$ cat config.mk
export PLATFORM = sky130hd
export DESIGN_NAME = accelerated_quadrature_counter_top_flat
export DESIGN_NICKNAME = d
export VERILOG_FILES = /design/src/rtl/aqc_pkg.sv /design/src/rtl/aqc_req_if.sv /design/src/rtl/accelerated_quadrature_counter_top.sv /design/src/rtl/aqc_lane.sv /design/src/rtl/aqc_merge.sv /design/src/flat_wrapper.sv
export SDC_FILE = /design/constraint.sdc
export NUM_CORES = 1
export LEC_CHECK = 0
export BUFFER_PORTS_ARGS = -buffer_cell sky130_fd_sc_hd__buf_4
export CAP_MARGIN = 20
export CELL_PAD_IN_SITES_DETAIL_PLACEMENT = 1
export CELL_PAD_IN_SITES_GLOBAL_PLACEMENT = 2
export CORE_MARGIN = 2
export CORE_UTILIZATION = 30
export CTS_BUF_LIST = sky130_fd_sc_hd__clkbuf_4
export CTS_CLUSTER_DIAMETER = 50
export DETAILED_ROUTE_END_ITERATION = 8
export GPL_TIMING_DRIVEN = 0
export PLACE_DENSITY = 0.77
export SYNTH_ARGS = -nofsm -noshare
export SYNTH_HDL_FRONTEND = slang
export SYNTH_SLANG_ARGS = --single-unit
$ cat constraint.sdc
create_clock -name clock -period 26 [get_ports clock]
set_input_delay 5.2 -clock clock [delete_from_list [all_inputs] [get_ports clock]]
set_output_delay 5.2 -clock clock [all_outputs]
set_load 0.01 [all_outputs]
$ cat src/rtl/aqc_pkg.sv
// Shared types and constants for the accelerated quadrature counter.
// No dependencies; used by the interfaces, the lane, the merge stage and the top level.
`timescale 1ns / 1ps
`default_nettype none

package aqc_pkg;

   localparam int LEVEL_W   = 2;   // encoders that have pins in a sample
   localparam int TIME_W    = 16;
   localparam int GAP_W     = 8;
   localparam int POS_W     = 12;
   localparam int PWM_W     = 15;
   localparam int CSR_IDX_W = 3;
   localparam int CSR_DATA_W = 12;

   localparam int NUM_ENCODERS_DEF = 2;

   localparam logic [GAP_W-1:0] SLOW_GAP_RST  = 8'd5;
   localparam logic [GAP_W-1:0] MID_GAP_RST   = 8'd3;
   localparam logic [POS_W-1:0] SLOW_STEP_RST = 12'd1;
   localparam logic [POS_W-1:0] MID_STEP_RST  = 12'd5;
   localparam logic [POS_W-1:0] FAST_STEP_RST = 12'd10;
   localparam logic [POS_W-1:0] MAX_POS_RST   = 12'd4095;

   typedef enum logic [CSR_IDX_W-1:0] {
      CSR_SLOW_GAP  = 3'd0,
      CSR_MID_GAP   = 3'd1,
      CSR_SLOW_STEP = 3'd2,
      CSR_MID_STEP  = 3'd3,
      CSR_FAST_STEP = 3'd4,
      CSR_MAX_POS   = 3'd5
   } csr_index_type;

   typedef struct packed {
      logic [GAP_W-1:0] slow_gap_ms;
      logic [GAP_W-1:0] mid_gap_ms;
      logic [POS_W-1:0] slow_step;
      logic [POS_W-1:0] mid_step;
      logic [POS_W-1:0] fast_step;
      logic [POS_W-1:0] max_position;
   } cfg_type;

   // what one lane reports to the next lane and to the merge stage
   typedef struct packed {
      logic             edge_seen;   // an edge in this lane or any lower lane
      logic [POS_W-1:0] position;    // position after this transaction
   } lane_status_type;

endpackage

`default_nettype wire

$ cat src/rtl/aqc_req_if.sv
// Request and response channel interfaces (valid/ready) of the quadrature counter.
// Depends on aqc_pkg for field widths.
`timescale 1ns / 1ps
`default_nettype none

interface aqc_req_if;
   logic                            valid;
   logic                            ready;
   logic [aqc_pkg::LEVEL_W-1:0]     a_levels;
   logic [aqc_pkg::LEVEL_W-1:0]     b_levels;
   logic [aqc_pkg::TIME_W-1:0]      now_ms;
   logic                            clear;

   modport source (output valid, a_levels, b_levels, now_ms, clear, input ready);
   modport sink   (input valid, a_levels, b_levels, now_ms, clear, output ready);
endinterface

interface aqc_rsp_if;
   logic                            valid;
   logic                            ready;
   logic [aqc_pkg::POS_W-1:0]       position_0;
   logic [aqc_pkg::POS_W-1:0]       position_1;
   logic [aqc_pkg::PWM_W-1:0]       pwm_duty;

   modport source (output valid, position_0, position_1, pwm_duty, input ready);
   modport sink   (input valid, position_0, position_1, pwm_duty, output ready);
endinterface

`default_nettype wire

$ cat src/rtl/accelerated_quadrature_counter_top.sv
// Top level of the accelerated quadrature counter: configuration registers,
// encoder lanes and merge stage. Depends on aqc_pkg, aqc_req_if, aqc_lane, aqc_merge.
`timescale 1ns / 1ps
`default_nettype none

// Usage
//   req_chan carries one pin sample per transaction: A and B levels of each
//   encoder (bit i for encoder i), a wrapping millisecond timestamp and a
//   clear flag. rsp_chan returns one transaction per sample: both positions
//   and the PWM duty (eight times position 1).
//   csr_we/csr_index/csr_wdata write the gap thresholds, step sizes and the
//   position ceiling; write only while no sample is in flight. Unknown
//   indexes are ignored.
// Timing
//   One lane per encoder works on the sample in the accept cycle; lanes are
//   chained only by a one-bit "edge already seen" flag, so a lower encoder's
//   edge forces the fast step on higher ones. The response is registered:
//   it shows in the cycle after acceptance. Throughput is one sample per
//   cycle while responses are claimed, as lanes store positions on accept.
// Stall and reset
//   While a response waits unclaimed, req_chan.ready is low; it follows
//   rsp_chan.ready combinationally so a steady stream never bubbles.
//   Synchronous reset zeroes positions, stored levels and the last-edge time,
//   drops the response valid and loads the default configuration.

module accelerated_quadrature_counter_top #(
   parameter int NUM_ENCODERS = aqc_pkg::NUM_ENCODERS_DEF
) (
   input  wire logic                             clock,
   input  wire logic                             reset,
   aqc_req_if.sink                               req_chan,
   aqc_rsp_if.source                             rsp_chan,
   input  wire logic                             csr_we,
   input  wire logic [aqc_pkg::CSR_IDX_W-1:0]    csr_index,
   input  wire logic [aqc_pkg::CSR_DATA_W-1:0]   csr_wdata
);

   aqc_pkg::cfg_type            cfg_ff;
   aqc_pkg::lane_status_type    lanes [NUM_ENCODERS];
   logic [aqc_pkg::POS_W-1:0]   base_step;
   logic                        fire;

   // configuration registers
   always_ff @(posedge clock) begin
      if (reset) begin
         cfg_ff.slow_gap_ms  <= aqc_pkg::SLOW_GAP_RST;
         cfg_ff.mid_gap_ms   <= aqc_pkg::MID_GAP_RST;
         cfg_ff.slow_step    <= aqc_pkg::SLOW_STEP_RST;
         cfg_ff.mid_step     <= aqc_pkg::MID_STEP_RST;
         cfg_ff.fast_step    <= aqc_pkg::FAST_STEP_RST;
         cfg_ff.max_position <= aqc_pkg::MAX_POS_RST;
      end else if (csr_we) begin
         unique case (aqc_pkg::csr_index_type'(csr_index))
            aqc_pkg::CSR_SLOW_GAP:  cfg_ff.slow_gap_ms  <= csr_wdata[aqc_pkg::GAP_W-1:0];
            aqc_pkg::CSR_MID_GAP:   cfg_ff.mid_gap_ms   <= csr_wdata[aqc_pkg::GAP_W-1:0];
            aqc_pkg::CSR_SLOW_STEP: cfg_ff.slow_step    <= csr_wdata[aqc_pkg::POS_W-1:0];
            aqc_pkg::CSR_MID_STEP:  cfg_ff.mid_step     <= csr_wdata[aqc_pkg::POS_W-1:0];
            aqc_pkg::CSR_FAST_STEP: cfg_ff.fast_step    <= csr_wdata[aqc_pkg::POS_W-1:0];
            aqc_pkg::CSR_MAX_POS:   cfg_ff.max_position <= csr_wdata[aqc_pkg::POS_W-1:0];
            default: ;
         endcase
      end
   end

   // accept whenever the response register is empty or being drained
   assign req_chan.ready = !rsp_chan.valid || rsp_chan.ready;
   assign fire           = req_chan.valid && req_chan.ready;

   // lanes; encoders without pins in the sample see constant low levels
   for (genvar i = 0; i < NUM_ENCODERS; i++) begin : g_lane
      logic a_lv, b_lv, prior;

      if (i < aqc_pkg::LEVEL_W) begin : g_pins
         assign a_lv = req_chan.a_levels[i];
         assign b_lv = req_chan.b_levels[i];
      end else begin : g_nopins
         assign a_lv = 1'b0;
         assign b_lv = 1'b0;
      end

      if (i == 0) begin : g_first
         assign prior = 1'b0;
      end else begin : g_chain
         assign prior = lanes[i-1].edge_seen;
      end

      aqc_lane u_lane (
         .clock      (clock),
         .reset      (reset),
         .fire       (fire),
         .a_level    (a_lv),
         .b_level    (b_lv),
         .clear      (req_chan.clear),
         .prior_edge (prior),
         .base_step  (base_step),
         .cfg        (cfg_ff),
         .status     (lanes[i])
      );
   end

   aqc_merge #(
      .NUM_ENCODERS (NUM_ENCODERS)
   ) u_merge (
      .clock     (clock),
      .reset     (reset),
      .fire      (fire),
      .now_ms    (req_chan.now_ms),
      .cfg       (cfg_ff),
      .lanes     (lanes),
      .base_step (base_step),
      .rsp       (rsp_chan)
   );

endmodule

`default_nettype wire

$ cat src/rtl/aqc_lane.sv
// One encoder lane: stored A/B levels and position, step, clamp and clear.
// Depends on aqc_pkg.
`timescale 1ns / 1ps
`default_nettype none

module aqc_lane (
   input  wire logic                          clock,
   input  wire logic                          reset,
   input  wire logic                          fire,
   input  wire logic                          a_level,
   input  wire logic                          b_level,
   input  wire logic                          clear,
   input  wire logic                          prior_edge,
   input  wire logic [aqc_pkg::POS_W-1:0]     base_step,
   input  wire aqc_pkg::cfg_type              cfg,
   output aqc_pkg::lane_status_type           status
);

   logic                        a_seen_ff, b_seen_ff;
   logic [aqc_pkg::POS_W-1:0]   position_ff, position_in;
   logic                        a_chg, b_chg;
   logic [aqc_pkg::POS_W-1:0]   a_step, b_step, pos_a, pos_b;
   logic [aqc_pkg::POS_W:0]     sum;

   always_comb begin
      a_chg = a_level ^ a_seen_ff;
      b_chg = b_level ^ b_seen_ff;
      // an edge earlier in this transaction makes the gap zero: fast step
      a_step = prior_edge ? cfg.fast_step : base_step;
      b_step = (prior_edge | a_chg) ? cfg.fast_step : base_step;

      sum = {1'b0, position_ff};
      if (a_chg && a_level && !b_seen_ff) begin
         sum = {1'b0, position_ff} + {1'b0, a_step};
      end

      pos_a = position_ff;
      if (a_chg) begin
         pos_a = (sum > {1'b0, cfg.max_position}) ? cfg.max_position
                                                  : sum[aqc_pkg::POS_W-1:0];
      end

      pos_b = pos_a;
      if (b_chg && b_level && !a_level) begin
         pos_b = (b_step > pos_a) ? '0 : pos_a - b_step;
      end

      position_in = clear ? '0 : pos_b;

      status.edge_seen = prior_edge | a_chg | b_chg;
      status.position  = position_in;
   end

   always_ff @(posedge clock) begin
      if (reset) begin
         a_seen_ff   <= 1'b0;
         b_seen_ff   <= 1'b0;
         position_ff <= '0;
      end else if (fire) begin
         a_seen_ff   <= a_level;
         b_seen_ff   <= b_level;
         position_ff <= position_in;
      end
   end

endmodule

`default_nettype wire

$ cat src/rtl/aqc_merge.sv
// Merge stage: shared last-edge time, step selection by gap, response register.
// Depends on aqc_pkg and aqc_rsp_if.
`timescale 1ns / 1ps
`default_nettype none

module aqc_merge #(
   parameter int NUM_ENCODERS = aqc_pkg::NUM_ENCODERS_DEF
) (
   input  wire logic                          clock,
   input  wire logic                          reset,
   input  wire logic                          fire,
   input  wire logic [aqc_pkg::TIME_W-1:0]    now_ms,
   input  wire aqc_pkg::cfg_type              cfg,
   input  wire aqc_pkg::lane_status_type      lanes [NUM_ENCODERS],
   output logic [aqc_pkg::POS_W-1:0]          base_step,
   aqc_rsp_if.source                          rsp
);

   logic [aqc_pkg::TIME_W-1:0]  last_edge_ff;
   logic [aqc_pkg::TIME_W-1:0]  gap;
   logic                        valid_ff;
   logic [aqc_pkg::POS_W-1:0]   pos0_ff, pos1_ff, pos1_in;

   always_comb begin
      gap = now_ms - last_edge_ff;   // wraps modulo 2^16
      if (gap > {{(aqc_pkg::TIME_W-aqc_pkg::GAP_W){1'b0}}, cfg.slow_gap_ms}) begin
         base_step = cfg.slow_step;
      end else if (gap > {{(aqc_pkg::TIME_W-aqc_pkg::GAP_W){1'b0}}, cfg.mid_gap_ms}) begin
         base_step = cfg.mid_step;
      end else begin
         base_step = cfg.fast_step;
      end
   end

   if (NUM_ENCODERS > 1) begin : g_pos1
      assign pos1_in = lanes[1].position;
   end else begin : g_no_pos1
      assign pos1_in = '0;
   end

   always_ff @(posedge clock) begin
      if (reset) begin
         last_edge_ff <= '0;
         valid_ff     <= 1'b0;
      end else begin
         if (fire) begin
            valid_ff <= 1'b1;
            if (lanes[NUM_ENCODERS-1].edge_seen) begin
               last_edge_ff <= now_ms;
            end
         end else if (rsp.ready) begin
            valid_ff <= 1'b0;
         end
      end
   end

   always_ff @(posedge clock) begin
      if (fire) begin
         pos0_ff <= lanes[0].position;
         pos1_ff <= pos1_in;
      end
   end

   assign rsp.valid      = valid_ff;
   assign rsp.position_0 = pos0_ff;
   assign rsp.position_1 = pos1_ff;
   assign rsp.pwm_duty   = {pos1_ff, 3'b000};

endmodule

`default_nettype wire

$ cat src/flat_wrapper.sv
// flat-port wrapper written by rule: the top's interface ports become plain ports
module accelerated_quadrature_counter_top_flat 
#(
   parameter int NUM_ENCODERS = aqc_pkg::NUM_ENCODERS_DEF
)
  (clock, reset, csr_we, csr_index, csr_wdata, req_chan_valid, req_chan_a_levels, req_chan_b_levels, req_chan_now_ms, req_chan_clear, req_chan_ready, rsp_chan_valid, rsp_chan_position_0, rsp_chan_position_1, rsp_chan_pwm_duty, rsp_chan_ready);
  aqc_req_if req_chan_i ();
  aqc_rsp_if rsp_chan_i ();
  input  wire logic clock;
  input  wire logic reset;
  input  wire logic csr_we;
  input  wire logic [aqc_pkg::CSR_IDX_W-1:0] csr_index;
  input  wire logic [aqc_pkg::CSR_DATA_W-1:0] csr_wdata;
  input wire logic [$bits(req_chan_i.valid)-1:0] req_chan_valid;
  input wire logic [$bits(req_chan_i.a_levels)-1:0] req_chan_a_levels;
  input wire logic [$bits(req_chan_i.b_levels)-1:0] req_chan_b_levels;
  input wire logic [$bits(req_chan_i.now_ms)-1:0] req_chan_now_ms;
  input wire logic [$bits(req_chan_i.clear)-1:0] req_chan_clear;
  output wire logic [$bits(req_chan_i.ready)-1:0] req_chan_ready;
  output wire logic [$bits(rsp_chan_i.valid)-1:0] rsp_chan_valid;
  output wire logic [$bits(rsp_chan_i.position_0)-1:0] rsp_chan_position_0;
  output wire logic [$bits(rsp_chan_i.position_1)-1:0] rsp_chan_position_1;
  output wire logic [$bits(rsp_chan_i.pwm_duty)-1:0] rsp_chan_pwm_duty;
  input wire logic [$bits(rsp_chan_i.ready)-1:0] rsp_chan_ready;
  assign req_chan_i.valid = req_chan_valid;
  assign req_chan_i.a_levels = req_chan_a_levels;
  assign req_chan_i.b_levels = req_chan_b_levels;
  assign req_chan_i.now_ms = req_chan_now_ms;
  assign req_chan_i.clear = req_chan_clear;
  assign req_chan_ready = req_chan_i.ready;
  assign rsp_chan_valid = rsp_chan_i.valid;
  assign rsp_chan_position_0 = rsp_chan_i.position_0;
  assign rsp_chan_position_1 = rsp_chan_i.position_1;
  assign rsp_chan_pwm_duty = rsp_chan_i.pwm_duty;
  assign rsp_chan_i.ready = rsp_chan_ready;
  accelerated_quadrature_counter_top #(.NUM_ENCODERS(NUM_ENCODERS)) u_core (.clock(clock), .reset(reset), .req_chan(req_chan_i), .rsp_chan(rsp_chan_i), .csr_we(csr_we), .csr_index(csr_index), .csr_wdata(csr_wdata));
endmodule
* After elaboration in Yosys (flattened, before gate mapping)
Index checks and enable logic that the tools add are counted.
Storage, ports and cells: output and inout bits 41, logic and storage cells 82, input bits 41, register bits after elaboration 133
Cells by class: bitwise logic cells 7, multiplexer cells 19, magnitude comparators 6, reduce and logical (&&, ||, !) cells 24, add/subtract/negate cells 5, equal/unequal tests 5
Operators by type and width (number):
- $mux W12 | 15
- $gt A16 B8 Y1 | 2
- $add A12 B12 Y13 | 2
- $gt A13 B12 Y1 | 2
- $mux W13 | 2
- $gt A12 B12 Y1 | 2
- $sub A12 B12 Y12 | 2
- $sub A16 B16 Y16 | 1
- $reduce_and A2 Y1 | 7
- $logic_and A1 B1 Y1 | 9
- $eq A3 B2 Y1 const B | 2
- $eq A3 B3 Y1 const B | 2
- $logic_not A1 Y1 | 5
- $xor A1 B1 Y1 | 4
- $eq A3 B1 Y1 const B | 1
- $logic_not A3 Y1 | 1
- $or A1 B1 Y1 | 3
- $mux W1 | 2
- $reduce_bool A2 Y1 | 1
- $logic_or A1 B1 Y1 | 1

* Longest topological paths before layout
depth in word-level cells 14, mapped depth 54, gate-level depth less buffers 52

* Modules after synthesis
Synthesis repeated with hierarchy kept, for this count alone.
Second synthesis, totals: cells, all modules 1352, area total of the unflattened synthesis 11433.5 um^2
Modules (own cells, without submodules):
- aqc_lane at u_core.g_lane[1].u_lane | area each 2995.4 um^2, cells an instance 391, times used 1, seq. area each 280.3 um^2
- aqc_merge | area each 2957.8 um^2, cells an instance 311, times used 1, seq. area each 1061.0 um^2
- aqc_lane at u_core.g_lane[0].u_lane | area each 2925.3 um^2, cells an instance 408, times used 1, seq. area each 280.3 um^2
- accelerated_quadrature_counter_top | area each 2555.0 um^2, cells an instance 242, times used 1, seq. area each 1281.2 um^2

* Worst setup path after synthesis
Ideal clock, no wire load.
path type input -> register, start point in req_chan_now_ms[1], end point reg u_core.u_merge.pos1_ff (netlist bit u_core.u_merge.rsp.position_1[11]), data pin, buffers on the path 2, arrival 14.277 ns, stages on the path 47, setup time 0.269 ns, slack 11.455 ns, required time 25.731 ns, cell sequence ha_1 -> nor2b_4 -> o31a_1 -> o21ai_0 -> nand2b_1 -> a21o_1 -> a21oi_1 -> xnor2_1 -> ha_1 -> nand3_1 -> o21bai_1 -> a22oi_1 -> clkbuf_1 -> mux2i_1 -> o21ai_1 -> mux2_2 -> ha_1 -> a21o_1 -> [... 11 more ...] -> o41a_1 -> a211oi_1 -> clkbuf_1 -> a21oi_1 -> o21ai_0 -> ha_1 -> nor2b_1 -> o21ai_0 -> a21oi_1 -> o21ai_0 -> a21oi_1 -> o21ai_0 -> nand2b_1 -> a21o_1 -> a21o_1 -> a31oi_1 -> xor2_1 -> o31ai_1
On the way: longest elaborated chain between the ends 14, elaborated cells between the ends (all ways) 17, classes of those cells add/sub: 3; order compare: 4; mux: 10
Ends and longest elaborated chain:
- start, declared | line flat_wrapper.sv:17 | input wire logic [$bits(req_chan_i.now_ms)-1:0] req_chan_now_ms;
- $sub A16 B16 Y16 (*) | line aqc_merge.sv:25 | gap = now_ms - last_edge_ff;
- $gt A16 B8 Y1 | line aqc_merge.sv:28 | end else if (gap > {{(aqc_pkg::TIME_W-aqc_pkg::GAP_W){1'b0}}, cfg.mid_gap_ms}) begin
- $mux W12 | line aqc_merge.sv:28
- $mux W12 (*) | line aqc_merge.sv:26 | if (gap > {{(aqc_pkg::TIME_W-aqc_pkg::GAP_W){1'b0}}, cfg.slow_gap_ms}) begin
- $mux W12 | line aqc_lane.sv:29 | a_step = prior_edge ? cfg.fast_step : base_step;
- $add A12 B12 Y13 | line aqc_lane.sv:34 | sum = {1'b0, position_ff} + {1'b0, a_step};
- $mux W13 | line aqc_lane.sv:33 | if (a_chg && a_level && !b_seen_ff) begin
- $gt A13 B12 Y1 | line aqc_lane.sv:39 | pos_a = (sum > {1'b0, cfg.max_position}) ? cfg.max_position
- $mux W12 | line aqc_lane.sv:39
- $mux W12 | line aqc_lane.sv:38 | if (a_chg) begin
- $sub A12 B12 Y12 / $gt A12 B12 Y1 (equally long branches) | line aqc_lane.sv:45 | pos_b = (b_step > pos_a) ? '0 : pos_a - b_step;
- $mux W12 | line aqc_lane.sv:45
- $mux W12 (*) | line aqc_lane.sv:44 | if (b_chg && b_level && !a_level) begin
- $mux W12 (*) | line aqc_lane.sv:48 | position_in = clear ? '0 : pos_b;
- via u_core.g_lane[1].u_lane.position_in, one bit | line aqc_lane.sv:20 | logic [aqc_pkg::POS_W-1:0] position_ff, position_in;
- end signal, assigned | line aqc_merge.sv:60 | pos1_ff <= pos1_in;
- end, declared | line aqc_merge.sv:22 | logic [aqc_pkg::POS_W-1:0] pos0_ff, pos1_ff, pos1_in;
The timed path passes the listed nets; every way through them passes the cells marked *. A chain may end at the register's enable or synchronous reset.

* Worst setup path in the final report
start point in req_chan_now_ms[1], end point reg u_core.g_lane[0].u_lane.position_ff[4] in the netlist's numbering
On the way: longest elaborated chain between the ends 13, elaborated cells between the ends (all ways) 16, classes of those cells add/sub: 3; order compare: 4; mux: 9
Ends and longest elaborated chain:
- $sub A16 B16 Y16 (*) | line aqc_merge.sv:25
- $gt A16 B8 Y1 | line aqc_merge.sv:28
- $mux W12 | line aqc_merge.sv:28
- $mux W12 (*) | line aqc_merge.sv:26
- $add A12 B12 Y13 | line aqc_lane.sv:34
- $mux W13 | line aqc_lane.sv:33
- $gt A13 B12 Y1 | line aqc_lane.sv:39
- $mux W12 | line aqc_lane.sv:39
- $mux W12 | line aqc_lane.sv:38
- $sub A12 B12 Y12 / $gt A12 B12 Y1 (equally long branches) | line aqc_lane.sv:45
- $mux W12 | line aqc_lane.sv:45
- $mux W12 (*) | line aqc_lane.sv:44
- $mux W12 (*) | line aqc_lane.sv:48
- end signal, assigned | line aqc_lane.sv:62 | position_ff <= position_in;
- end, declared | line aqc_lane.sv:20
Mark *: on every way between the ends. The rest lies on a longest branch, timed or not.

==> flow_summary_export.csv <==
group,metric,value,unit
setup_path,worstReg2RegEnd,"u_core.g_lane[0].u_lane.position_ff[4]$_SDFFE_PP0P_",
pwr,power_leakage,5.09,nW
drt,post_drt_wl_per_cell,20.0,um
cts,cts_buffers,17,
placed_design,post-place-cells,1897,
drt,dr_total_vias,10165,
synth,synth_cell_types,78,
outcome,outcome,"finished, final reports clean",
hold_path,hold_path_depth,2,
die,start_util,0.304,
drt,postRouteWirelength,38800,um
hold_path,holdCritStartpoint,"u_core.cfg_ff[31]$_SDFFE_PP0P_",
global_route,overflow,0,
hold_path,hold_end,"u_core.cfg_ff[31]$_SDFFE_PP0P_",
setup_path,worstRegToRegCells,46,
synth,yosys_warnings,0,
placed_design,postPlaceCellArea,11700,um2
global_route,grt_pass1_wl,59200,um
setup_path,cp.arrival,17590,ps
sta,hold_viol,0,
setup_path,critPathMaxStageDelay,710,ps
cts,hold_buffers,0,
sta,post-route-period-util,0.654,
placed_design,hpwl,31300,um
cts,h-tree-depth,4,
final_layout,synthToLayoutAreaGrowth,14.0,%
synth,syn-instance-count,1362,
synth,yosysSeqAreaShare,0.277,
sta,final.setup.worst_slack,8990,ps
setup_path,rrSetupSlack,13200,ps
synth,synthFlopType,"dfxtp_1",
final_layout,final_common_cell,"nand2_1",
setup_path,worstSetupPathType,"in2reg",
setup_path,cp.required,26580,ps
cts,clkTransAtPathRegs,120,ps
hold_path,worst_hold_path_type,"reg2reg",
drt,vias_per_cell,5.26,
die,coreArea,34500,um2
placed_design,io_buffers,76,
die,dieWidth,191,um
sta,whs,467,ps
global_route,grt.total_usage,0.215,
global_route,grt_antenna_before_repair,1,
drt,postRouteAntennaNets,0,
sta,finalSetupViolations,0,
setup_path,cpMostUsedCell,"o21ai_0",
sta,slew_headroom,0.299,
setup_path,startpoint_type,"input port",
sta,rsz0062_at_grt,"no",
die,die_area,36400,um2
final_layout,drive_gt1_frac,0.107,
setup_path,cpMaxStageDelayCell,"clkbuf_1",
cts,post_cts_buffers,0,
final_layout,stdcell_count,1933,
die,ios,82,
sta,finalMaxSlewViolations,0,
die,chipHeight,191,um
placed_design,place_ws,8520,ps
pwr,ir_drop,0.0295,mV
placed_design,gp_congestion,0.862,
drt,drc_errors,0,
cts,clock-sinks,133,
sta,tns,0,ps
cts,root_buffer,"clkbuf_4",
flow_run,maxCapViolCount,0,
global_route,grt_max_degree,28,
synth,async_flop_share,0,
final_layout,mostFrequentLayoutCells,"265 x nand2_1, 128 x a21oi_1, 109 x ha_1, 109 x dfxtp_1, 92 x buf_4",
final_layout,nets,1616,
setup_path,r2r-start,"u_core.u_merge.last_edge_ff[1]$_SDFFE_PP0P_",
cts,ctsResizeCount,0,
synth,syn_area,10500,um2
sta,clock_skew,37.7,ps
cts,cts_tree,"yes",
final_layout,fillers,4273,
sta,fmax,58.8,MHz
synth,synth_area_per_cell,7.69,um2
pwr,power.total,0.553,mW
pwr,power.density,46.3,nW/um2
drt,drt_iter0_markers,445,
global_route,grt_pass1_vias,10147,
final_layout,fin_util,0.347,
synth,synth_edf_count,24,
drt,dr.pass1.iters,5,
setup_path,end_kind,"register",
setup_path,cp_max_fo,10,
cts,clk_latency,670,ps
synth,ys_ff_latch,133,
die,row_count,68,
sta,worstMarginPinSlew,1050,ps
final_layout,fin_area,11900,um2
cts,clk_path_buf_depth,2,
sta,period_needed,17010,ps
## worst max-delay path by stage
stage,startpoint,to,slack [ps]
after global routing,req_chan_now_ms[1],u_core.u_merge.rsp.position_1[11]$_DFFE_PP_,8260
after detailed placement,req_chan_now_ms[1],u_core.g_lane[0].u_lane.position_ff[4]$_SDFFE_PP0P_,8520
after floorplan,req_chan_now_ms[1],u_core.u_merge.rsp.position_1[11]$_DFFE_PP_,11450
after global placement,req_chan_now_ms[1],u_core.g_lane[0].u_lane.position_ff[4]$_SDFFE_PP0P_,8720
final,req_chan_now_ms[1],u_core.g_lane[0].u_lane.position_ff[4]$_SDFFE_PP0P_,8990
after CTS,req_chan_now_ms[1],u_core.g_lane[0].u_lane.position_ff[4]$_SDFFE_PP0P_,9170
## Yosys cell counts (3+ instances only)
cell type / number / area [um2]
nand2_1: 265 / 995
a21oi_1: 128 / 641
dfxtp_1: 109 / 2180
ha_1: 109 / 1360
inv_1: 90 / 338
o21ai_0: 78 / 390
nor2_1: 74 / 278
clkbuf_1: 49 / 184
mux2i_1: 44 / 440
nand3_1: 39 / 195
a21o_1: 27 / 203
edfxtp_1: 24 / 721
o211ai_1: 24 / 180
xnor2_1: 20 / 175
nor3_1: 16 / 80.1
buf_4: 15 / 113
o31ai_1: 15 / 113
xor2_1: 15 / 131
mux2_2: 14 / 158
nand2b_1: 14 / 87.6
nor2b_1: 14 / 87.6
o21a_1: 13 / 97.6
a22oi_1: 11 / 82.6
nand4_1: 11 / 68.8
o21ai_1: 11 / 55.1
and3_1: 10 / 62.6
a211oi_1: 8 / 60.1
a21boi_0: 8 / 60.1
or3_1: 7 / 43.8
a31oi_1: 6 / 37.5
o21bai_1: 6 / 45.0
a32o_1: 5 / 50.1
fa_1: 5 / 100
o31a_1: 5 / 43.8
a31o_1: 4 / 35.0
nand3b_1: 4 / 30.0
o32ai_1: 4 / 35.0
a31o_2: 3 / 26.3
and2_1: 3 / 18.8
nor3b_1: 3 / 22.5
o2bb2ai_1: 3 / 26.3
o311ai_0: 3 / 26.3
or2_1: 3 / 18.8
## cell type report
type                    count  area [um2]  area share
multi-input cells        1069        6900       0.578
flip-flops and latches    133        2900       0.243
repair buffers             78         598      0.0501
well taps                 455         569      0.0477
inverters                  92         345      0.0289
plain buffers              70         338      0.0283
clock inverters            15         153      0.0128
clock buffers              17         128      0.0107
diodes                      4        10.0    0.000838
## sequential cells by signal (all words and copies together) (netlist names)
| name | flops |
|---|---|
| u_core.g_lane.u_lane.position_ff | 24 |
| u_core.u_merge.rsp.position_1 | 12 |
| u_core.u_merge.rsp.valid | 1 |
| u_core.u_merge.last_edge_ff | 16 |
| u_core.cfg_ff | 64 |
| u_core.g_lane.u_lane.a_seen_ff | 2 |
| u_core.g_lane.u_lane.b_seen_ff | 2 |
| u_core.u_merge.rsp.position_0 | 12 |
## logic make-up after synthesis
kind of cell | count (synthesis) | synth area share
and+or+nand+nor | 476 | 0.202
muxes | 58 | 0.0571
other | 1 | 0.000358
xor gates and xnor gates | 35 | 0.0293
DFF | 133 | 0.277
buffers and inverters | 162 | 0.0651
adders and majority gates | 114 | 0.140
AOI/OAI and AO/OA | 383 | 0.230
## report_power, final
group	switching, mW	internal [mW]
combinational	0.107	0.0686
sequential	0.00615	0.219
clock	0.0957	0.0573
## layer usage
| metal | vias up | share of wire | GRT usage |
|---|---|---|---|
| li1 | 4999 | - | - |
| met1 | 4934 | 0.47 | 0.283 |
| met2 | 182 | 0.47 | 0.360 |
| met3 | 50 | 0.040 | 0.0355 |
| met4 | 0 | 0.024 | 0.0671 |
| met5 | - | 0 | 0 |
## worst max-delay path: cells and delay by family
kind | cells | cell delay (ps)
AOI/OAI and AO/OA | 27 | 7150
adders and majority gates | 6 | 2010
and+or+nand+nor | 8 | 1950
buffers and inverters | 2 | 830
xor gates and xnor gates | 2 | 260
muxes | 1 | 150
(Power assumes the default switching activity.)
